===== config.mk =====
export PLATFORM = sky130hd
export DESIGN_NAME = gesture_template_matcher_top
export DESIGN_NICKNAME = d
export VERILOG_FILES = /design/src/design/gtm_pkg.sv /design/src/design/gtm_sumsq.sv /design/src/design/gtm_isqrt.sv /design/src/design/gesture_template_matcher_top.sv
export SDC_FILE = /design/constraint.sdc
export NUM_CORES = 1
export LEC_CHECK = 0
export BUFFER_PORTS_ARGS = -buffer_cell sky130_fd_sc_hd__buf_2
export CAP_MARGIN = 20
export CORE_ASPECT_RATIO = 0.8
export CORE_MARGIN = 1.5
export CORE_UTILIZATION = 35
export CTS_CLUSTER_DIAMETER = 40
export DETAILED_ROUTE_END_ITERATION = 7
export SYNTH_ARGS = -nofsm -noshare
export SYNTH_HDL_FRONTEND = slang
export SYNTH_SLANG_ARGS = --single-unit

===== constraint.sdc =====
create_clock -name clk_i -period 4.59 [get_ports clk_i]
set_clock_uncertainty 0.2 [all_clocks]
set_input_delay 0.459 -clock clk_i [delete_from_list [all_inputs] [get_ports clk_i]]
set_output_delay 0.459 -clock clk_i [all_outputs]
set_load 0.02 [all_outputs]

===== src/design/gtm_pkg.sv =====
// shared types and constants for the gesture template matcher
`timescale 1ns / 1ps

package gtm_pkg;

  // gesture length saturation and number of computed features
  localparam int unsigned MaxSamples  = 1024;
  localparam int unsigned NumFeatures = 2;
  localparam int unsigned CountW      = 11;
  localparam int unsigned DevW        = 15;
  localparam logic [DevW-1:0] DevSat  = 15'h7fff;

  // apb address and data widths
  localparam int unsigned AddrW = 5;
  localparam int unsigned DataW = 32;

  // width of the relaxed window bounds
  localparam int unsigned BoundW = 18;

  // configuration register indexes
  typedef enum logic [2:0] {
    RegOneG      = 3'd0,
    RegDurLow    = 3'd1,
    RegDurHigh   = 3'd2,
    RegDevLow    = 3'd3,
    RegDevHigh   = 3'd4,
    RegDimsUsed  = 3'd5,
    RegTplLoaded = 3'd6
  } reg_idx_e;

  // one accelerometer sample
  typedef struct packed {
    logic signed [15:0] accel_x;
    logic signed [15:0] accel_y;
    logic signed [15:0] accel_z;
    logic               last_sample;
  } in_item_t;

  // one gesture result
  typedef struct packed {
    logic              match;
    logic [CountW-1:0] sample_count;
    logic [DevW-1:0]   peak_deviation;
  } out_item_t;

endpackage


===== src/design/gtm_sumsq.sv =====
// bit-serial sum of squares of three 16-bit magnitudes
`timescale 1ns / 1ps

module gtm_sumsq (
  input  logic        clk_i,
  input  logic        rst_ni,
  input  logic        start_i,
  input  logic [15:0] x_i,
  input  logic [15:0] y_i,
  input  logic [15:0] z_i,
  output logic        done_o,
  output logic [31:0] sum_o
);

  logic [15:0] mx_q, my_q, mz_q;
  logic [15:0] bx_q, by_q, bz_q;
  logic [16:0] acc_hi_q;
  logic [15:0] lo_q;
  logic [3:0]  cnt_q;
  logic        busy_q;
  logic        done_q;
  logic [17:0] step_sum;

  // three partial products for the current multiplier bit
  assign step_sum = {1'b0, acc_hi_q}
                  + (bx_q[0] ? {2'b00, mx_q} : 18'd0)
                  + (by_q[0] ? {2'b00, my_q} : 18'd0)
                  + (bz_q[0] ? {2'b00, mz_q} : 18'd0);

  // shift-add sequencer, one multiplier bit per cycle
  always_ff @(posedge clk_i or negedge rst_ni) begin
    if (!rst_ni) begin
      busy_q   <= 1'b0;
      done_q   <= 1'b0;
      cnt_q    <= '0;
      acc_hi_q <= '0;
      lo_q     <= '0;
      mx_q     <= '0;
      my_q     <= '0;
      mz_q     <= '0;
      bx_q     <= '0;
      by_q     <= '0;
      bz_q     <= '0;
    end else begin
      done_q <= 1'b0;
      if (start_i) begin
        busy_q   <= 1'b1;
        cnt_q    <= '0;
        acc_hi_q <= '0;
        lo_q     <= '0;
        mx_q     <= x_i;
        my_q     <= y_i;
        mz_q     <= z_i;
        bx_q     <= x_i;
        by_q     <= y_i;
        bz_q     <= z_i;
      end else if (busy_q) begin
        acc_hi_q <= step_sum[17:1];
        lo_q     <= {step_sum[0], lo_q[15:1]};
        bx_q     <= {1'b0, bx_q[15:1]};
        by_q     <= {1'b0, by_q[15:1]};
        bz_q     <= {1'b0, bz_q[15:1]};
        cnt_q    <= cnt_q + 4'd1;
        if (cnt_q == 4'd15) begin
          busy_q <= 1'b0;
          done_q <= 1'b1;
        end
      end
    end
  end

  assign done_o = done_q;
  assign sum_o  = {acc_hi_q[15:0], lo_q};

endmodule


===== src/design/gtm_isqrt.sv =====
// digit-by-digit floor square root, one root bit per cycle
`timescale 1ns / 1ps

module gtm_isqrt (
  input  logic        clk_i,
  input  logic        rst_ni,
  input  logic        start_i,
  input  logic [31:0] radicand_i,
  output logic        done_o,
  output logic [15:0] root_o
);

  logic [31:0] rad_q;
  logic [16:0] rem_q;
  logic [15:0] root_q;
  logic [3:0]  cnt_q;
  logic        busy_q;
  logic        done_q;
  logic [18:0] shifted;
  logic [18:0] trial;
  logic [18:0] diff;
  logic        fits;

  // bring down the next two radicand bits and try a one digit
  assign shifted = {rem_q, rad_q[31:30]};
  assign trial   = {1'b0, root_q, 2'b01};
  assign fits    = shifted >= trial;
  assign diff    = shifted - trial;

  // restoring root sequencer
  always_ff @(posedge clk_i or negedge rst_ni) begin
    if (!rst_ni) begin
      busy_q <= 1'b0;
      done_q <= 1'b0;
      cnt_q  <= '0;
      rad_q  <= '0;
      rem_q  <= '0;
      root_q <= '0;
    end else begin
      done_q <= 1'b0;
      if (start_i) begin
        busy_q <= 1'b1;
        cnt_q  <= '0;
        rad_q  <= radicand_i;
        rem_q  <= '0;
        root_q <= '0;
      end else if (busy_q) begin
        rad_q <= {rad_q[29:0], 2'b00};
        if (fits) begin
          rem_q  <= diff[16:0];
          root_q <= {root_q[14:0], 1'b1};
        end else begin
          rem_q  <= shifted[16:0];
          root_q <= {root_q[14:0], 1'b0};
        end
        cnt_q <= cnt_q + 4'd1;
        if (cnt_q == 4'd15) begin
          busy_q <= 1'b0;
          done_q <= 1'b1;
        end
      end
    end
  end

  assign done_o = done_q;
  assign root_o = root_q;

endmodule


===== src/design/gesture_template_matcher_top.sv =====
// gesture template matcher: per-sample magnitude features and template check
// an accepted sample runs through the bit-serial square sum, then the digit-by-digit
// square root, then an update step that waits while an unread result is stalled;
// a gesture's result is loaded after its last sample; the sample stall stays high until idle
// a finished result waits in the output register while the next sample is taken
// reset: asynchronous active low, clears config registers, features and output; window bounds are not reset
`timescale 1ns / 1ps

module gesture_template_matcher_top (
  input  logic                          clk_i,
  input  logic                          rst_ni,
  // sample channel
  input  logic                          in_valid_i,
  output logic                          in_stall_o,
  input  gtm_pkg::in_item_t             in_data_i,
  // result channel
  output logic                          out_valid_o,
  input  logic                          out_stall_i,
  output gtm_pkg::out_item_t            out_data_o,
  // configuration port
  input  logic                          psel,
  input  logic                          penable,
  input  logic                          pwrite,
  input  logic [gtm_pkg::AddrW-1:0]     paddr,
  input  logic [gtm_pkg::DataW-1:0]     pwdata,
  output logic [gtm_pkg::DataW-1:0]     prdata,
  output logic                          pready
);

  typedef enum logic [1:0] {
    StIdle,
    StSquare,
    StRoot,
    StUpdate
  } state_e;

  localparam int unsigned BW = gtm_pkg::BoundW;
  localparam int unsigned CW = gtm_pkg::CountW;
  localparam int unsigned DW = gtm_pkg::DevW;

  // configuration registers
  logic [14:0]        one_g_q;
  logic [15:0]        dur_low_q;
  logic [15:0]        dur_high_q;
  logic signed [15:0] dev_low_q;
  logic signed [15:0] dev_high_q;
  logic [1:0]         dims_q;
  logic               loaded_q;

  logic              cfg_wr;
  gtm_pkg::reg_idx_e cfg_idx;

  assign pready  = 1'b1;
  assign cfg_wr  = psel & penable & pwrite;
  assign cfg_idx = gtm_pkg::reg_idx_e'(paddr[4:2]);

  // register writes
  always_ff @(posedge clk_i or negedge rst_ni) begin
    if (!rst_ni) begin
      one_g_q    <= '0;
      dur_low_q  <= '0;
      dur_high_q <= '0;
      dev_low_q  <= '0;
      dev_high_q <= '0;
      dims_q     <= '0;
      loaded_q   <= 1'b0;
    end else if (cfg_wr) begin
      case (cfg_idx)
        gtm_pkg::RegOneG:      one_g_q    <= pwdata[14:0];
        gtm_pkg::RegDurLow:    dur_low_q  <= pwdata[15:0];
        gtm_pkg::RegDurHigh:   dur_high_q <= pwdata[15:0];
        gtm_pkg::RegDevLow:    dev_low_q  <= pwdata[15:0];
        gtm_pkg::RegDevHigh:   dev_high_q <= pwdata[15:0];
        gtm_pkg::RegDimsUsed:  dims_q     <= pwdata[1:0];
        gtm_pkg::RegTplLoaded: loaded_q   <= pwdata[0];
        default: ;
      endcase
    end
  end

  // register readback
  always_comb begin
    case (cfg_idx)
      gtm_pkg::RegOneG:      prdata = {17'd0, one_g_q};
      gtm_pkg::RegDurLow:    prdata = {16'd0, dur_low_q};
      gtm_pkg::RegDurHigh:   prdata = {16'd0, dur_high_q};
      gtm_pkg::RegDevLow:    prdata = {{16{dev_low_q[15]}}, dev_low_q};
      gtm_pkg::RegDevHigh:   prdata = {{16{dev_high_q[15]}}, dev_high_q};
      gtm_pkg::RegDimsUsed:  prdata = {30'd0, dims_q};
      gtm_pkg::RegTplLoaded: prdata = {31'd0, loaded_q};
      default:               prdata = '0;
    endcase
  end

  // relaxed window bounds, widened by half the range rounded down
  logic signed [BW-1:0] dur_lo_ext, dur_hi_ext, dev_lo_ext, dev_hi_ext;
  logic signed [BW-1:0] dur_margin, dev_margin;
  logic signed [BW-1:0] dur_lo_b_q, dur_hi_b_q, dev_lo_b_q, dev_hi_b_q;

  assign dur_lo_ext = $signed({2'b00, dur_low_q});
  assign dur_hi_ext = $signed({2'b00, dur_high_q});
  assign dev_lo_ext = $signed({{2{dev_low_q[15]}}, dev_low_q});
  assign dev_hi_ext = $signed({{2{dev_high_q[15]}}, dev_high_q});
  assign dur_margin = (dur_hi_ext - dur_lo_ext) >>> 1;
  assign dev_margin = (dev_hi_ext - dev_lo_ext) >>> 1;

  always_ff @(posedge clk_i) begin
    dur_lo_b_q <= dur_lo_ext - dur_margin;
    dur_hi_b_q <= dur_hi_ext + dur_margin;
    dev_lo_b_q <= dev_lo_ext - dev_margin;
    dev_hi_b_q <= dev_hi_ext + dev_margin;
  end

  // sample magnitudes
  logic        in_accept;
  logic [15:0] abs_x, abs_y, abs_z;

  assign abs_x = in_data_i.accel_x[15] ? 16'(~in_data_i.accel_x + 16'sd1)
                                       : in_data_i.accel_x;
  assign abs_y = in_data_i.accel_y[15] ? 16'(~in_data_i.accel_y + 16'sd1)
                                       : in_data_i.accel_y;
  assign abs_z = in_data_i.accel_z[15] ? 16'(~in_data_i.accel_z + 16'sd1)
                                       : in_data_i.accel_z;

  // serial arithmetic units
  logic        sq_done;
  logic [31:0] sq_sum;
  logic        rt_done;
  logic [15:0] rt_root;

  gtm_sumsq u_sumsq (
    .clk_i   (clk_i),
    .rst_ni  (rst_ni),
    .start_i (in_accept),
    .x_i     (abs_x),
    .y_i     (abs_y),
    .z_i     (abs_z),
    .done_o  (sq_done),
    .sum_o   (sq_sum)
  );

  gtm_isqrt u_isqrt (
    .clk_i      (clk_i),
    .rst_ni     (rst_ni),
    .start_i    (sq_done),
    .radicand_i (sq_sum),
    .done_o     (rt_done),
    .root_o     (rt_root)
  );

  // deviation of the magnitude from one g, saturated
  logic [15:0] mag_diff;
  logic [DW-1:0] dev_sat;

  assign mag_diff = (rt_root >= {1'b0, one_g_q}) ? rt_root - {1'b0, one_g_q}
                                                 : {1'b0, one_g_q} - rt_root;
  assign dev_sat  = (mag_diff > {1'b0, gtm_pkg::DevSat}) ? gtm_pkg::DevSat
                                                         : mag_diff[DW-1:0];

  // feature update and template check
  state_e             state_q;
  logic               last_q;
  logic [DW-1:0]      dev_q;
  logic [CW-1:0]      count_q;
  logic [DW-1:0]      peak_q;
  logic               out_valid_q;
  gtm_pkg::out_item_t out_data_q;

  logic [CW-1:0] new_count;
  logic [DW-1:0] new_peak;
  logic [1:0]    dims_eff;
  logic          dur_ok, dev_ok, match;
  logic          out_blocked;
  logic          out_load;

  assign new_count = (count_q < CW'(gtm_pkg::MaxSamples)) ? count_q + CW'(1) : count_q;
  assign new_peak  = (dev_q > peak_q) ? dev_q : peak_q;
  assign dims_eff  = ({30'd0, dims_q} > gtm_pkg::NumFeatures) ? 2'(gtm_pkg::NumFeatures)
                                                               : dims_q;
  assign dur_ok = ($signed({{(BW-CW){1'b0}}, new_count}) >= dur_lo_b_q)
                & ($signed({{(BW-CW){1'b0}}, new_count}) <= dur_hi_b_q);
  assign dev_ok = ($signed({{(BW-DW){1'b0}}, new_peak}) >= dev_lo_b_q)
                & ($signed({{(BW-DW){1'b0}}, new_peak}) <= dev_hi_b_q);
  assign match  = loaded_q & ((dims_eff < 2'd1) | dur_ok) & ((dims_eff < 2'd2) | dev_ok);
  assign out_blocked = last_q & out_valid_q & out_stall_i;
  assign out_load    = (state_q == StUpdate) & last_q & ~out_blocked;

  assign in_accept = in_valid_i & ~in_stall_o;
  assign in_stall_o = (state_q != StIdle);

  // sequencer, feature state and output register
  always_ff @(posedge clk_i or negedge rst_ni) begin
    if (!rst_ni) begin
      state_q     <= StIdle;
      last_q      <= 1'b0;
      dev_q       <= '0;
      count_q     <= '0;
      peak_q      <= '0;
      out_valid_q <= 1'b0;
      out_data_q  <= '0;
    end else begin
      // a new result refills the output register as the old one leaves
      if (out_load) begin
        out_valid_q <= 1'b1;
      end else if (out_valid_q && !out_stall_i) begin
        out_valid_q <= 1'b0;
      end
      case (state_q)
        StIdle: begin
          if (in_accept) begin
            last_q  <= in_data_i.last_sample;
            state_q <= StSquare;
          end
        end
        StSquare: begin
          if (sq_done) begin
            state_q <= StRoot;
          end
        end
        StRoot: begin
          if (rt_done) begin
            dev_q   <= dev_sat;
            state_q <= StUpdate;
          end
        end
        StUpdate: begin
          if (!out_blocked) begin
            state_q <= StIdle;
            if (last_q) begin
              out_data_q.match           <= match;
              out_data_q.sample_count    <= new_count;
              out_data_q.peak_deviation  <= new_peak;
              count_q                    <= '0;
              peak_q                     <= '0;
            end else begin
              count_q <= new_count;
              peak_q  <= new_peak;
            end
          end
        end
        default: state_q <= StIdle;
      endcase
    end
  end

  assign out_valid_o = out_valid_q;
  assign out_data_o  = out_data_q;

endmodule

==> flow_summary_export.csv <==
group,metric,value,unit
sta,worst_pin_slew,1.01,ns
floorplanning,die_w,317,um
clock_network,cts_sinks,430,
clock_network,root_buffer,"clkbuf_16",
worst_setup_path,cp_data_arrival_time,4.86,ns
global_routing,grt_first_pass_wirelength,117,mm
synthesis,ys_warn_count,0,
pwr,cellLeakagePower,15.9,nW
drt,drc,0,
global_routing,grt_pass1_vias,20471,
worst_setup_path,start_kind,"register",
sta,max-slew-margin-rel,0.327,
synthesis,synth_edf_count,0,
sta,hold_viol_final,0,
global_routing,antenna_found_initial,0,
synthesis,synth.distinct_cells,86,
outcome,status,"finished, final reports clean",
worst_setup_path,rr_endpoint,"out_data_o[26]",
pwr,fin_total_pwr,0.0298,W
worst_setup_path,critPathRequiredTime,4.89,ns
drt,first_pass_iters,5,
pwr,vdd_drop_max,0.408,mV
synthesis,synth-seq-cells,430,
floorplanning,dieHeight,254,um
finish,antennaDiodeCount,0,
finish,nets,3550,
worst_hold_path,min_from,"in_data_i[6]",
worst_hold_path,hold_class,"input pin to register",
flow_run,drv_cap,0,
clock_network,path_clk_slew,0.06,ns
drt,routed_wl,73.2,mm
synthesis,synth_top_area_share,0.327,
clock_network,htree_levels,3,
clock_network,cts_tree,"done",
placement,gp_congestion,0.918,
global_routing,grt_use_total,0.183,
floorplanning,die_area,80500,um^2
worst_setup_path,rr_startpoint,"dev_q[1]",
synthesis,synth_flop_cell,"dfrtp_1",
global_routing,grt_overflow,0,
floorplanning,io_pins,155,
synthesis,synth_cells,2959,
finish,utilization,0.427,
worst_setup_path,path_max_fanout,6,
sta,fin_ws,0.0292,ns
sta,setup_violations,0,
synthesis,synthesis.area,27600,um^2
sta,holdWs,0.0201,ns
pwr,p_per_area,901,nW/um^2
floorplanning,start_util,0.356,
drt,drtIter0Drc,1452,
synthesis,postSynthAreaPerCell,9.32,um^2
sta,layout_min_cycle_time,4.56,ns
placement,place_hpwl,54.8,mm
floorplanning,core,77500,um^2
sta,slew_viol_final,0,
floorplanning,rows,91,
worst_setup_path,cp-end-kind,"register",
drt,vias_per_cell,5.12,
synthesis,yosysSeqAreaShare,0.377,
sta,rsz0062_at_grt,"yes",
worst_hold_path,whs_endpoint,"u_sumsq.mz_q[5]",
finish,fin_area,33100,um^2
clock_network,cts_buffer_depth,3,
global_routing,grt_max_degree,121,
worst_setup_path,critical_path_class,"register to register",
worst_setup_path,reg2reg_setup_slack,0.03,ns
drt,post_drt_wl_per_cell,17.2,um
placement,preCtsSetupSlack,-0.195,ns
clock_network,numCtsBuffers,74,
worst_hold_path,whs_path_depth,3,
finish,drive_gt1_frac,0.159,
synthesis,synth_area_leaders,"dfrtp_1, ha_1, dfxtp_1",
drt,ant_nets,0,
drt,vias,21812,
sta,fin_crit_sh,0.994,
worst_setup_path,r2r_cells,22,
finish,fillers,7501,
placement,portBuffers,135,
clock_network,clk_latency,0.63,ns
synthesis,syn-num-nets,3332,
finish,synthToLayoutAreaGrowth,19.9,%
sta,fmax,219,MHz
synthesis,yosysTopAreaCell,"dfrtp_1",
placement,placed_cell_area,29700,um^2
synthesis,ys_async_sr_fraction,0.837,
routing by layer:
metal	GRT usage	vias to the layer above	part of all wire
li1	-	10807	-
met1	0.287	10462	0.52
met2	0.251	444	0.41
met3	0.0342	99	0.052
met4	0.0468	0	0.019
met5	0	-	0
flip-flops by register name, indices dropped and copies added, names as in the netlist, 17 cells and up:
register	flops
dev_lo_b_q	17
dur_lo_b_q	18
u_isqrt.rad_q	32
dev_hi_b_q	17
u_sumsq.acc_hi_q	17
dur_hi_b_q	18
u_isqrt.rem_q	17
out_data_o	27
layout by cell type (no fill, tap or decap), drive strengths merged, types with 23 or more instances in the layout:
| master | n |
|---|---|
| a211oi | 57 |
| nor2 | 235 |
| inv | 256 |
| mux2i | 122 |
| ha | 240 |
| a21o | 57 |
| xor2 | 77 |
| xnor2 | 95 |
| o31ai | 23 |
| dlygate4sd3 | 40 |
| nand2 | 306 |
| nand3 | 48 |
| fa | 40 |
| nor3 | 58 |
| mux2 | 70 |
| o21a | 31 |
| a21oi | 173 |
| o21ai | 178 |
| dfxtp | 70 |
| clkbuf | 85 |
| buf | 236 |
| dfrtp | 360 |
| nor2b | 52 |
area by class of cell:
class	instances	area, um^2	area share
clock buffer	84	1990	0.0603
sequential	430	10400	0.315
timing repair buffer	277	1920	0.0582
clock inverter	53	606	0.0183
tap	1023	1280	0.0387
multi-input combinational	2158	16000	0.483
inverter	236	886	0.0268
per-stage QoR:
stage / instances / TNS (ns)
2_1_floorplan: 2959 / -0.00586
6_report: 4261 / 0
3_5_place_dp: 4074 / -0.195
4_1_cts: 4251 / 0
3_3_place_gp: 4074 / -0.199
5_1_grt: 4261 / -0.169
synthesized netlist by cell type (all sizes together) (7+ instances only):
library cell / n
nand3: 48
a22o: 17
inv: 236
o21bai: 19
o21a: 31
nor3: 58
dfrtp: 360
fa: 40
o41ai: 11
a31oi: 16
a21oi: 173
o21ai: 178
nand2b: 18
nand3b: 9
or3: 16
nor2: 235
and2: 10
or4: 8
xnor2: 95
and3: 15
o221ai: 13
xor2: 77
ha: 240
mux2: 70
a211oi: 57
dfxtp: 70
o31ai: 23
o211ai: 15
mux2i: 122
a21o: 57
nand2: 306
clkbuf: 92
nor2b: 52
a22oi: 14
nand4: 19
a2111oi: 9
o211a: 7
buf: 42
worst max path at each step:
stage / start / endpoint / slack [ns] / cells after the start
6_report: dev_q[1] / out_data_o[26] / 0.03 / 22
5_1_grt: peak_q[1] / out_data_o[26] / -0.14 / 23
4_1_cts: dev_q[8] / out_data_o[26] / 0.009 / 19
3_5_place_dp: dev_q[8] / out_data_o[26] / -0.20 / 19
3_3_place_gp: dev_q[8] / out_data_o[26] / -0.20 / 19
2_1_floorplan: dev_q[8] / out_data_o[26] / -0.006 / 20
critical path, stage by stage, from the launching register on:
cell and delay, ns:
dfrtp_1 0.41, ha_4 0.25, nor2b_4 0.12, o21a_1 0.16, o21a_1 0.16, o21a_1 0.17
o21a_1 0.17, o211ai_1 0.26, a31oi_4 0.16, buf_6 0.17, buf_12 0.13, mux2_4 0.32
buf_6 0.13, ha_4 0.26, a21oi_2 0.05, nor2b_1 0.13, o21ai_1 0.07, a21oi_1 0.18
a211oi_2 0.07, or3_1 0.37, a31oi_1 0.19, a21oi_1 0.06, a32o_1 0.26
cell families (layout without fill, tap and decap cells):
| group | Yosys count | after routing | share of synthesized area |
|---|---|---|---|
| AOI/OAI and AO/OA | 682 | 682 | 0.161 |
| xor gates and xnor gates | 172 | 172 | 0.0546 |
| adders and majority gates | 280 | 280 | 0.138 |
| buffers and inverters | 371 | 650 | 0.0553 |
| DFF | 430 | 430 | 0.377 |
| muxes | 195 | 195 | 0.0753 |
| other | 1 | 1 | 0.000136 |
| and+or+nand+nor | 828 | 828 | 0.138 |
power by group:
part           total (W)  switching [W]  internal [W]  leakage, nW
combinational     0.0174        0.00964       0.00774         9.60
sequential       0.00668        0.00125       0.00542         5.02
clock            0.00573        0.00218       0.00356         1.24
total             0.0298         0.0131        0.0167         15.9
timing repair:
action,in CTS,in global routing
buffers inserted,0,10
resized for setup,5,51
hold endpoints to repair,185,0
hold buffers,40,0
pin swaps,2,22
setup endpoints to repair,1,15
No activity file was read; power rests on OpenSTA's default activity.
